==> config.mk <==
export PLATFORM = sky130hd
export DESIGN_NAME = adc_current_offset_calibrate_average_unit
export DESIGN_NICKNAME = d
export VERILOG_FILES = /design/src/acal_pkg.sv /design/src/adc_current_offset_calibrate_average_unit.sv /design/src/acal_div.sv
export SDC_FILE = /design/constraint.sdc
export NUM_CORES = 2
export LEC_CHECK = 0
export ABC_AREA = 0
export BUFFER_PORTS_ARGS = -buffer_cell sky130_fd_sc_hd__buf_4
export CORE_MARGIN = 4
export CORE_UTILIZATION = 42
export CTS_BUF_LIST = sky130_fd_sc_hd__clkbuf_8
export DETAILED_ROUTE_END_ITERATION = 12
export SETUP_SLACK_MARGIN = 0.4
export SYNTH_ARGS = -nofsm -noshare
export SYNTH_HDL_FRONTEND = slang
export SYNTH_SLANG_ARGS = --single-unit
==> constraint.sdc <==
create_clock -name i_clk -period 21.3 [get_ports i_clk]
set_clock_uncertainty 0.1 [all_clocks]
set_input_delay 1.065 -clock i_clk [delete_from_list [all_inputs] [get_ports i_clk]]
set_output_delay 1.065 -clock i_clk [all_outputs]
set_load 0.02 [all_outputs]
==> src/acal_pkg.sv <==
`timescale 1ns / 1ps
`default_nettype none

package acal_pkg;

    // Commands carried in the input word
    localparam logic [1:0] CMD_CLEAR = 2'd0;
    localparam logic [1:0] CMD_CAL   = 2'd1;
    localparam logic [1:0] CMD_MEAS  = 2'd2;

    // Result status codes
    localparam logic [1:0] ST_MEAS        = 2'd0;
    localparam logic [1:0] ST_CALIBRATING = 2'd1;
    localparam logic [1:0] ST_CAL_DONE    = 2'd2;
    localparam logic [1:0] ST_CLEARED     = 2'd3;

    // Configuration register indexes
    localparam logic REG_GAIN           = 1'b0;
    localparam logic REG_OFFSET_SAMPLES = 1'b1;

    localparam logic [23:0] GAIN_RESET           = 24'd65536;
    localparam logic [15:0] OFFSET_SAMPLES_RESET = 16'd100;

    // Field and state widths
    localparam int SAMPLE_W = 12;
    localparam int GAIN_W   = 24;
    localparam int OSMP_W   = 16;
    localparam int SUM_W    = 28;
    localparam int OFF_W    = 20;
    localparam int CUR_W    = 32;

    // Shared divider: two quotient bits per cycle
    localparam int DIV_NUM_W = 36;
    localparam int DIV_DEN_W = 16;
    localparam int DIV_STEPS = DIV_NUM_W / 2;
    localparam int DIV_CNT_W = $clog2(DIV_STEPS + 1);

    typedef struct packed {
        logic                 start;
        logic [DIV_NUM_W-1:0] numer;
        logic [DIV_DEN_W-1:0] denom;
    } t_div_req;

    typedef struct packed {
        logic                 done;
        logic [DIV_NUM_W-1:0] quot;
    } t_div_rsp;

endpackage

`default_nettype wire

==> src/adc_current_offset_calibrate_average_unit.sv <==
// Multi-channel current-sensor conditioner with per-channel offset
// calibration and a three-tap moving average of the converted current.
// Input channel (i_in_valid / o_in_ready) takes one word per item: a command
// (clear, calibration sample, measurement sample), a channel and a raw sample.
// Every item produces exactly one result word on the output channel
// (o_out_valid / i_out_ready): channel, averaged current, status, calibrated.
// Configuration (i_cfg_valid / o_cfg_ready) writes gain and sample count; the
// port is always ready and must be written only while the block is idle.
// One item at a time; the block is busy until its result sits in the output
// register. A clear, an unfinished calibration sample or a missing channel goes
// from decode straight to the result; the sample that finishes calibration
// takes one division, and a measurement takes one multiply, then two passes
// through the shared two-bit-per-cycle divider: divide by ten, then divide by
// three. The next word is accepted in the cycle after the result is loaded.
// A stalled receiver holds the result in the output register; the next item
// is still accepted and processed and waits before its result is loaded.
// Reset (synchronous, active low) clears all sums, counts, offsets, flags and
// histories at once and restores the register defaults.
`timescale 1ns / 1ps
`default_nettype none

module adc_current_offset_calibrate_average_unit #(
    parameter int CHANNELS = 8
) (
    input  wire logic        i_clk,
    input  wire logic        i_rst_n,

    input  wire logic        i_in_valid,
    output logic             o_in_ready,
    input  wire logic [1:0]  i_cmd,
    input  wire logic [2:0]  i_channel,
    input  wire logic [11:0] i_sample,

    output logic             o_out_valid,
    input  wire logic        i_out_ready,
    output logic [2:0]       o_out_channel,
    output logic signed [31:0] o_current,
    output logic [1:0]       o_status,
    output logic             o_calibrated,

    input  wire logic        i_cfg_valid,
    output logic             o_cfg_ready,
    input  wire logic        i_cfg_index,
    input  wire logic [23:0] i_cfg_data
);

    localparam int CH_IDX_W = (CHANNELS > 1) ? $clog2(CHANNELS) : 1;
    localparam int CH_EXT_W = CH_IDX_W + 3;
    localparam int SHIFT    = 8 + acal_pkg::SAMPLE_W;
    localparam int MAG_W    = acal_pkg::OFF_W + 1;
    localparam int MAG33_W  = MAG_W + 6;
    localparam int PROD_W   = MAG33_W + acal_pkg::GAIN_W;
    localparam int NUM_W    = acal_pkg::DIV_NUM_W;
    localparam int DEN_W    = acal_pkg::DIV_DEN_W;
    localparam int SUM_W    = acal_pkg::SUM_W;
    localparam int OFF_W    = acal_pkg::OFF_W;
    localparam int CUR_W    = acal_pkg::CUR_W;
    localparam int TOT_W    = CUR_W + 2;

    // Sequencer states
    localparam logic [3:0] S_IDLE     = 4'd0;
    localparam logic [3:0] S_DEC      = 4'd1;
    localparam logic [3:0] S_MUL      = 4'd2;
    localparam logic [3:0] S_Q10      = 4'd3;
    localparam logic [3:0] S_Q10_WAIT = 4'd4;
    localparam logic [3:0] S_AVG      = 4'd5;
    localparam logic [3:0] S_AVG_WAIT = 4'd6;
    localparam logic [3:0] S_CAL_WAIT = 4'd7;
    localparam logic [3:0] S_RES      = 4'd8;

    logic [3:0]  r_state;
    logic [3:0]  n_state;

    // Latched input word
    logic [1:0]  r_cmd;
    logic [2:0]  r_ch;
    logic [11:0] r_sample;

    // Configuration registers
    logic [acal_pkg::GAIN_W-1:0] r_gain;
    logic [acal_pkg::OSMP_W-1:0] r_osmp;

    // Per-channel state
    logic [SUM_W-1:0]          r_sum [CHANNELS];
    logic [15:0]               r_cnt [CHANNELS];
    logic [OFF_W-1:0]          r_off [CHANNELS];
    logic [CHANNELS-1:0]       r_cal;

    // History memory: {older, old} per channel, valid bit reads as zero
    logic [2*CUR_W-1:0]        r_hist_mem [CHANNELS];
    logic [CHANNELS-1:0]       r_hist_vld;
    logic [2*CUR_W-1:0]        r_hist_rd;
    logic                      r_hist_rd_vld;

    // Datapath registers
    logic                      r_neg;
    logic [MAG33_W-1:0]        r_mag33;
    logic [PROD_W-1:0]         r_prod;
    logic signed [CUR_W-1:0]   r_now;
    logic                      r_tneg;

    // Pending result
    logic signed [CUR_W-1:0]   r_res_cur;
    logic [1:0]                r_res_st;
    logic                      r_res_cal;

    // Output register
    logic                      r_out_valid;
    logic [2:0]                r_out_ch;
    logic signed [CUR_W-1:0]   r_out_cur;
    logic [1:0]                r_out_st;
    logic                      r_out_cal;

    acal_pkg::t_div_req        w_div_req;
    acal_pkg::t_div_rsp        w_div_rsp;

    logic                      w_in_acc;
    logic                      w_out_load;
    logic [CH_EXT_W-1:0]       w_ch_ext;
    logic [CH_IDX_W-1:0]       w_idx;
    logic                      w_exists;
    logic [SUM_W-1:0]          w_sum_new;
    logic [15:0]               w_cnt_new;
    logic [15:0]               w_target;
    logic                      w_cal_fin;
    logic [OFF_W-1:0]          w_off_sel;
    logic signed [MAG_W-1:0]   w_diff;
    logic [MAG_W-1:0]          w_mag;
    logic [MAG33_W-1:0]        w_mag33;
    logic signed [CUR_W-1:0]   w_sat;
    logic signed [CUR_W-1:0]   w_older;
    logic signed [CUR_W-1:0]   w_old;
    logic signed [TOT_W-1:0]   w_total;
    logic [TOT_W-1:0]          w_tmag;

    acal_div u_div (
        .i_clk   (i_clk),
        .i_rst_n (i_rst_n),
        .i_req   (w_div_req),
        .o_rsp   (w_div_rsp)
    );

    assign o_in_ready  = (r_state == S_IDLE);
    assign o_cfg_ready = 1'b1;
    assign w_in_acc    = i_in_valid && o_in_ready;
    assign w_out_load  = (r_state == S_RES) && (!r_out_valid || i_out_ready);

    // Channel decode
    always_comb begin
        w_ch_ext = CH_EXT_W'(r_ch);
        w_idx    = w_ch_ext[CH_IDX_W-1:0];
        w_exists = w_ch_ext < CH_EXT_W'(CHANNELS);
    end

    // Calibration accumulate; the count saturates at its ceiling
    always_comb begin
        w_sum_new = r_sum[w_idx] + SUM_W'(r_sample);
        w_cnt_new = (r_cnt[w_idx] != 16'hFFFF) ? r_cnt[w_idx] + 16'd1 : r_cnt[w_idx];
        w_target  = (r_osmp == '0) ? 16'd1 : r_osmp;
        w_cal_fin = w_cnt_new >= w_target;
    end

    // Offset-corrected magnitude times 33 (shift and add)
    always_comb begin
        w_off_sel = r_cal[w_idx] ? r_off[w_idx] : '0;
        w_diff    = $signed({1'b0, r_sample, 8'b0}) - $signed({1'b0, w_off_sel});
        w_mag     = w_diff[MAG_W-1] ? MAG_W'(-w_diff) : MAG_W'(w_diff);
        w_mag33   = (MAG33_W'(w_mag) << 5) + MAG33_W'(w_mag);
    end

    // Saturate the scaled quotient to the signed 32-bit range
    always_comb begin
        if (r_neg) begin
            if (w_div_rsp.quot > NUM_W'(64'h8000_0000)) begin
                w_sat = 32'sh8000_0000;
            end else begin
                w_sat = -$signed(w_div_rsp.quot[CUR_W-1:0]);
            end
        end else begin
            if (w_div_rsp.quot > NUM_W'(64'h7FFF_FFFF)) begin
                w_sat = 32'sh7FFF_FFFF;
            end else begin
                w_sat = $signed(w_div_rsp.quot[CUR_W-1:0]);
            end
        end
    end

    // Three-tap sum and its magnitude
    always_comb begin
        w_older = r_hist_rd_vld ? $signed(r_hist_rd[2*CUR_W-1:CUR_W]) : '0;
        w_old   = r_hist_rd_vld ? $signed(r_hist_rd[CUR_W-1:0]) : '0;
        w_total = TOT_W'(w_older) + TOT_W'(w_old) + TOT_W'(r_now);
        w_tmag  = w_total[TOT_W-1] ? TOT_W'(-w_total) : TOT_W'(w_total);
    end

    // Shared divider requests
    always_comb begin
        w_div_req.start = 1'b0;
        w_div_req.numer = {w_sum_new, 8'b0};
        w_div_req.denom = w_cnt_new;
        case (r_state)
            S_DEC: begin
                w_div_req.start = (r_cmd == acal_pkg::CMD_CAL) && w_exists && w_cal_fin;
            end
            S_Q10: begin
                w_div_req.start = 1'b1;
                w_div_req.numer = NUM_W'(r_prod >> SHIFT);
                w_div_req.denom = DEN_W'(10);
            end
            S_AVG: begin
                w_div_req.start = 1'b1;
                w_div_req.numer = NUM_W'(w_tmag);
                w_div_req.denom = DEN_W'(3);
            end
            default: begin
                w_div_req.start = 1'b0;
            end
        endcase
    end

    // Sequencer
    always_comb begin
        n_state = r_state;
        case (r_state)
            S_IDLE: begin
                if (w_in_acc) n_state = S_DEC;
            end
            S_DEC: begin
                case (r_cmd)
                    acal_pkg::CMD_CLEAR: n_state = S_RES;
                    acal_pkg::CMD_CAL: begin
                        n_state = (w_exists && w_cal_fin) ? S_CAL_WAIT : S_RES;
                    end
                    default: n_state = w_exists ? S_MUL : S_RES;
                endcase
            end
            S_MUL:      n_state = S_Q10;
            S_Q10:      n_state = S_Q10_WAIT;
            S_Q10_WAIT: begin
                if (w_div_rsp.done) n_state = S_AVG;
            end
            S_AVG:      n_state = S_AVG_WAIT;
            S_AVG_WAIT: begin
                if (w_div_rsp.done) n_state = S_RES;
            end
            S_CAL_WAIT: begin
                if (w_div_rsp.done) n_state = S_RES;
            end
            S_RES: begin
                if (w_out_load) n_state = S_IDLE;
            end
            default:    n_state = S_IDLE;
        endcase
    end

    always_ff @(posedge i_clk) begin
        if (!i_rst_n) begin
            r_state <= S_IDLE;
        end else begin
            r_state <= n_state;
        end
    end

    // Configuration writes
    always_ff @(posedge i_clk) begin
        if (!i_rst_n) begin
            r_gain <= acal_pkg::GAIN_RESET;
            r_osmp <= acal_pkg::OFFSET_SAMPLES_RESET;
        end else if (i_cfg_valid && o_cfg_ready) begin
            case (i_cfg_index)
                acal_pkg::REG_GAIN:           r_gain <= i_cfg_data;
                acal_pkg::REG_OFFSET_SAMPLES: r_osmp <= i_cfg_data[15:0];
                default:                      r_gain <= r_gain;
            endcase
        end
    end

    // Capture the input word
    always_ff @(posedge i_clk) begin
        if (w_in_acc) begin
            r_cmd    <= i_cmd;
            r_ch     <= i_channel;
            r_sample <= i_sample;
        end
    end

    // Per-channel calibration state; clear wipes every channel
    always_ff @(posedge i_clk) begin
        if (!i_rst_n) begin
            for (int i = 0; i < CHANNELS; i++) begin
                r_sum[i] <= '0;
                r_cnt[i] <= '0;
                r_off[i] <= '0;
            end
            r_cal      <= '0;
            r_hist_vld <= '0;
        end else begin
            if (r_state == S_DEC) begin
                if (r_cmd == acal_pkg::CMD_CLEAR) begin
                    for (int i = 0; i < CHANNELS; i++) begin
                        r_sum[i] <= '0;
                        r_cnt[i] <= '0;
                        r_off[i] <= '0;
                    end
                    r_cal      <= '0;
                    r_hist_vld <= '0;
                end else if (r_cmd == acal_pkg::CMD_CAL && w_exists) begin
                    // restart the channel once its count is reached
                    r_sum[w_idx] <= w_cal_fin ? '0 : w_sum_new;
                    r_cnt[w_idx] <= w_cal_fin ? '0 : w_cnt_new;
                end
            end
            if (r_state == S_CAL_WAIT && w_div_rsp.done) begin
                r_off[w_idx]      <= w_div_rsp.quot[OFF_W-1:0];
                r_cal[w_idx]      <= 1'b1;
                r_hist_vld[w_idx] <= 1'b0;
            end
            if (r_state == S_AVG) begin
                r_hist_vld[w_idx] <= 1'b1;
            end
        end
    end

    // History memory: read in decode, write back the shifted pair
    always_ff @(posedge i_clk) begin
        if (r_state == S_DEC && w_exists) begin
            r_hist_rd     <= r_hist_mem[w_idx];
            r_hist_rd_vld <= r_hist_vld[w_idx];
        end
        if (r_state == S_AVG) begin
            r_hist_mem[w_idx] <= {w_old, r_now};
        end
    end

    // Measurement datapath
    always_ff @(posedge i_clk) begin
        if (r_state == S_DEC) begin
            r_neg   <= w_diff[MAG_W-1];
            r_mag33 <= w_mag33;
        end
        if (r_state == S_MUL) begin
            r_prod <= r_mag33 * r_gain;
        end
        if (r_state == S_Q10_WAIT && w_div_rsp.done) begin
            r_now <= w_sat;
        end
        if (r_state == S_AVG) begin
            r_tneg <= w_total[TOT_W-1];
        end
    end

    // Pending result fields; a clear always reports the channel uncalibrated
    always_ff @(posedge i_clk) begin
        case (r_state)
            S_DEC: begin
                r_res_cur <= '0;
                r_res_cal <= (r_cmd != acal_pkg::CMD_CLEAR) && w_exists && r_cal[w_idx];
                case (r_cmd)
                    acal_pkg::CMD_CLEAR: r_res_st <= acal_pkg::ST_CLEARED;
                    acal_pkg::CMD_CAL:   r_res_st <= acal_pkg::ST_CALIBRATING;
                    default:             r_res_st <= acal_pkg::ST_MEAS;
                endcase
            end
            S_CAL_WAIT: begin
                if (w_div_rsp.done) begin
                    r_res_st  <= acal_pkg::ST_CAL_DONE;
                    r_res_cal <= 1'b1;
                end
            end
            S_AVG_WAIT: begin
                if (w_div_rsp.done) begin
                    r_res_cur <= r_tneg ? -$signed(w_div_rsp.quot[CUR_W-1:0])
                                        : $signed(w_div_rsp.quot[CUR_W-1:0]);
                end
            end
            default: begin
                r_res_cur <= r_res_cur;
            end
        endcase
    end

    // Output register: hold while the receiver stalls
    always_ff @(posedge i_clk) begin
        if (!i_rst_n) begin
            r_out_valid <= 1'b0;
        end else if (w_out_load) begin
            r_out_valid <= 1'b1;
        end else if (i_out_ready) begin
            r_out_valid <= 1'b0;
        end
    end

    always_ff @(posedge i_clk) begin
        if (w_out_load) begin
            r_out_ch  <= r_ch;
            r_out_cur <= r_res_cur;
            r_out_st  <= r_res_st;
            r_out_cal <= r_res_cal;
        end
    end

    assign o_out_valid   = r_out_valid;
    assign o_out_channel = r_out_ch;
    assign o_current     = r_out_cur;
    assign o_status      = r_out_st;
    assign o_calibrated  = r_out_cal;

endmodule

`default_nettype wire

==> src/acal_div.sv <==
`timescale 1ns / 1ps
`default_nettype none

// Restoring divider, two quotient bits per cycle.
module acal_div (
    input  wire logic              i_clk,
    input  wire logic              i_rst_n,
    input  wire acal_pkg::t_div_req i_req,
    output acal_pkg::t_div_rsp      o_rsp
);

    localparam int NUM_W = acal_pkg::DIV_NUM_W;
    localparam int DEN_W = acal_pkg::DIV_DEN_W;
    localparam int CNT_W = acal_pkg::DIV_CNT_W;

    logic [NUM_W-1:0] r_num;
    logic [DEN_W-1:0] r_rem;
    logic [DEN_W-1:0] r_den;
    logic [CNT_W-1:0] r_cnt;
    logic             r_done;

    logic [DEN_W:0]   w_t1;
    logic [DEN_W:0]   w_t2;
    logic             w_ge1;
    logic             w_ge2;
    logic [DEN_W-1:0] w_r1;
    logic [DEN_W-1:0] w_r2;

    always_comb begin
        w_t1  = {r_rem, r_num[NUM_W-1]};
        w_ge1 = w_t1 >= {1'b0, r_den};
        w_r1  = w_ge1 ? DEN_W'(w_t1 - {1'b0, r_den}) : w_t1[DEN_W-1:0];
        w_t2  = {w_r1, r_num[NUM_W-2]};
        w_ge2 = w_t2 >= {1'b0, r_den};
        w_r2  = w_ge2 ? DEN_W'(w_t2 - {1'b0, r_den}) : w_t2[DEN_W-1:0];
    end

    always_ff @(posedge i_clk) begin
        if (!i_rst_n) begin
            r_cnt  <= '0;
            r_done <= 1'b0;
        end else begin
            r_done <= !i_req.start && (r_cnt == CNT_W'(1));
            if (i_req.start) begin
                r_cnt <= CNT_W'(acal_pkg::DIV_STEPS);
            end else if (r_cnt != '0) begin
                r_cnt <= r_cnt - CNT_W'(1);
            end
        end
    end

    always_ff @(posedge i_clk) begin
        if (i_req.start) begin
            r_num <= i_req.numer;
            r_den <= i_req.denom;
            r_rem <= '0;
        end else if (r_cnt != '0) begin
            // shift quotient bits in at the bottom
            r_num <= {r_num[NUM_W-3:0], w_ge1, w_ge2};
            r_rem <= w_r2;
        end
    end

    assign o_rsp.done = r_done;
    assign o_rsp.quot = r_num;

endmodule

`default_nettype wire

==> run metrics <==
run status=completed; Hold-fix buffers, CTS=0; Resized cells post-CTS=0; Leak=35.7 nW; Worst IR Drop VDD=0.164 mV; power per cell area=157 nW/µm²; CP startpoint kind=flip-flop; vias in the first global route=56308; Seq/Total Area, Yosys=between 40% and 50%; r2r setup slk=between 10 and 15 ns; Pre-antenna DRT Iters=7; num rows=about 160; CP required=21.90 ns; CP Max Fanout=28; Top FF cell, synth=edfxtp_1; htree depth=4; CTS buffer count=215; Core ar.=~200000 µm²; EDFF count, synth=1323; Post-Route WL=239 mm; area of placed instances=87500 µm²; fraction of layout cells with a size suffix above 1=a little over a tenth; Vias/cell=5.61; first-pass GRT wire length=between 300 and 400 mm; top-count cell post-synth=edfxtp_1; largest net degree at the start of global routing=65; post-CTS setup buffers=0; worst r2r src=r_gain[2]; Synth Instances=6934; maxcap violations=0; path depth of the worst reg2reg path=26; Worst-path clk slew=0.06 ns; Worst Tran Pin Value=about 1.3 ns; chip width=about 450 µm; critical path endpoint category=flip-flop; antenna violations before repair=8; HPWL after DPL=153 mm; die area=around 210000 µm²; clk_lat worst skew=around 0.97 ns; drt initial violations=5083; post-synth net total=7865; top-area cell type share of the netlist area=47.4%; Syn Area/Cell=12.1 µm²; dpl ws=12.79 ns; FF-to-FF End=r_prod[50]; CTS tree=done; Worst Hold End=r_sample[10]; Slew HR=13.7%; Netlist cell types=86; root buffer cell=clkbuf_8; CP Class=flip-flop to flip-flop; GP Congestion=between 0.9 and 1; grt total ovfl=0; Sink Count=1409; # port buffers=86; HP Start=i_sample[10]; Min-Delay Path Class=input pin to flip-flop; FF+latch count, synth=1409; commonest cells in the netlist=edfxtp_1 (1323), inv_1 (708), nand2_1 (671); vias=54959; setup slack after layout=12.74 ns; GRT Overall Usage=23.0%; Clock Tree Buf Depth=3; design area=approximately 92000 µm²; maximum clock rate=around 120 MHz; Synthesis Warnings=0; routed len/inst=24.4 µm; antenna-violating nets left=0; # setup viols final=0; max-slew violation count=0; Layout area overhead=9.31%; critical path launch point=r_gain[2]; Final period util=40.2%; # DRC=0; unrepaired setup endpoints after global routing=false; nets@finish=7910; Hold Crit Depth=1; Die Y=455 µm; Worst Path Arrival=~9.2 ns; top area cells in the synthesized netlist=edfxtp_1 (47%), fa_1 (14%), ha_1 (4.5%), and2_1 (4.1%), mux4_2 (3.4%); Ports=88; fin crit period=8.56 ns; setup TNS=0 ns; area leader, netlist=edfxtp_1; Final Hold Fails=0; Async SR Flop Fraction=0%; Fillers=17950; Initial Utilization=between 40% and 50%; synthesized cell area=~84000 µm²
==> power breakdown <==
group          switching, mW  total, mW  internal, mW
registers              0.335       4.05          3.72
logic                   5.26       8.14          2.88
clock network           1.09       2.17          1.08
total                   6.69       14.4          7.68
==> through the flow <==
stage / total power [mW] / utilization, % / instances / hold slack, ns
after floorplan: 9.28 / - / 6934 / 0.300
after global placement: 12.0 / 44.2 / 9402 / 0.301
after detailed placement: 12.1 / 44.2 / 9402 / 0.305
after CTS: 14.3 / 46.3 / 9785 / 0.0800
after global routing: 15.3 / 46.3 / 9788 / 0.104
final: 14.4 / 46.3 / 9791 / 0.187
==> cell usage in the layout (no fill, tap or decap), types with 20 or more instances in the layout <==
cell type,instances
a21boi_0,50
mux2i_1,63
mux4_2,127
nand2_1,654
a21oi_1,122
o311ai_1,20
ha_1,300
a22oi_1,269
nand4_1,85
or3_1,36
inv_1,773
a31oi_1,23
xnor2_1,122
mux2_2,57
edfxtp_1,1323
clkinv_1,38
nor2b_1,32
nand2b_1,30
o21a_1,31
buf_4,212
nand3_1,40
clkbuf_8,229
dfxtp_1,81
fa_1,584
o21bai_1,23
nor2_1,574
a21o_1,72
clkinv_2,27
xor2_1,96
nor3_1,67
o21ai_0,126
and2_1,546
==> critical path: stages (launching register included) <==
cell	delay, ns
dfxtp_1	1.16
and2_1	0.27
fa_1	0.44
fa_1	0.55
inv_1	0.05
fa_1	0.51
fa_1	0.53
inv_1	0.06
fa_1	0.45
fa_1	0.51
inv_1	0.05
fa_1	0.48
inv_1	0.04
ha_1	0.33
a21o_1	0.20
a21o_1	0.18
a21o_1	0.21
a21o_1	0.19
a211o_1	0.32
and3_1	0.20
a21oi_1	0.34
o211a_1	0.37
o31a_1	0.22
o21ai_0	0.15
o21a_1	0.21
nor2_1	0.11
xnor2_1	0.08
==> area by class of cell <==
class                           instances  area [µm²]  share of cell area [%]
Sequential cell                      1409       41500                    45.3
Multi-Input combinational cell       4429       38400                    42.0
Tap cell                             2640        3300                    3.61
Clock buffer                          229        3150                    3.44
Inverter                              711        2670                    2.92
Timing Repair Buffer                  213        1610                    1.76
Clock inverter                        154         918                    1.00
Antenna cell                            6        15.0                  0.0164
==> worst max path at each step <==
stage / to / cells after the start
2_1_floorplan: r_mag33[23] / 41
3_3_place_gp: r_sum[4][2] / 23
3_5_place_dp: r_sum[2][2] / 23
4_1_cts: r_prod[50] / 26
5_1_grt: u_div.r_rem[12] / 29
6_report: r_prod[50] / 26
==> flip-flops by register name, indices dropped and copies added, names as in the netlist, 24 cells and up, named ones only <==
name and count:
o_current 32, r_cnt 128, r_gain 24, r_hist_mem 512
r_hist_rd 64, r_mag33 27, r_now 32, r_off 160
r_prod 31, r_res_cur 32, r_sum 224, u_div.r_num 36
==> metal layers <==
metal | track usage [%] | vias to the layer above | routed length (µm)
met1 | 31.7 | 28243 | 100000
met3 | 4.29 | 405 | 19300
met4 | 8.45 | 0 | 9150
li1 | - | 24029 | -
met2 | 36.6 | 2282 | 110000
met5 | 0 | - | 0
==> cell families after synthesis <==
kind of cell | after synthesis | synth area share (%)
simple gates | 2201 | 12.6
flops | 1409 | 49.5
buf+inv | 1096 | 4.97
fa+ha+maj | 884 | 18.4
compound gates | 876 | 7.22
mux | 247 | 4.93
xor+xnor | 219 | 2.30
other cells | 2 | 0.00897
Power figures use the tool's default switching activity.
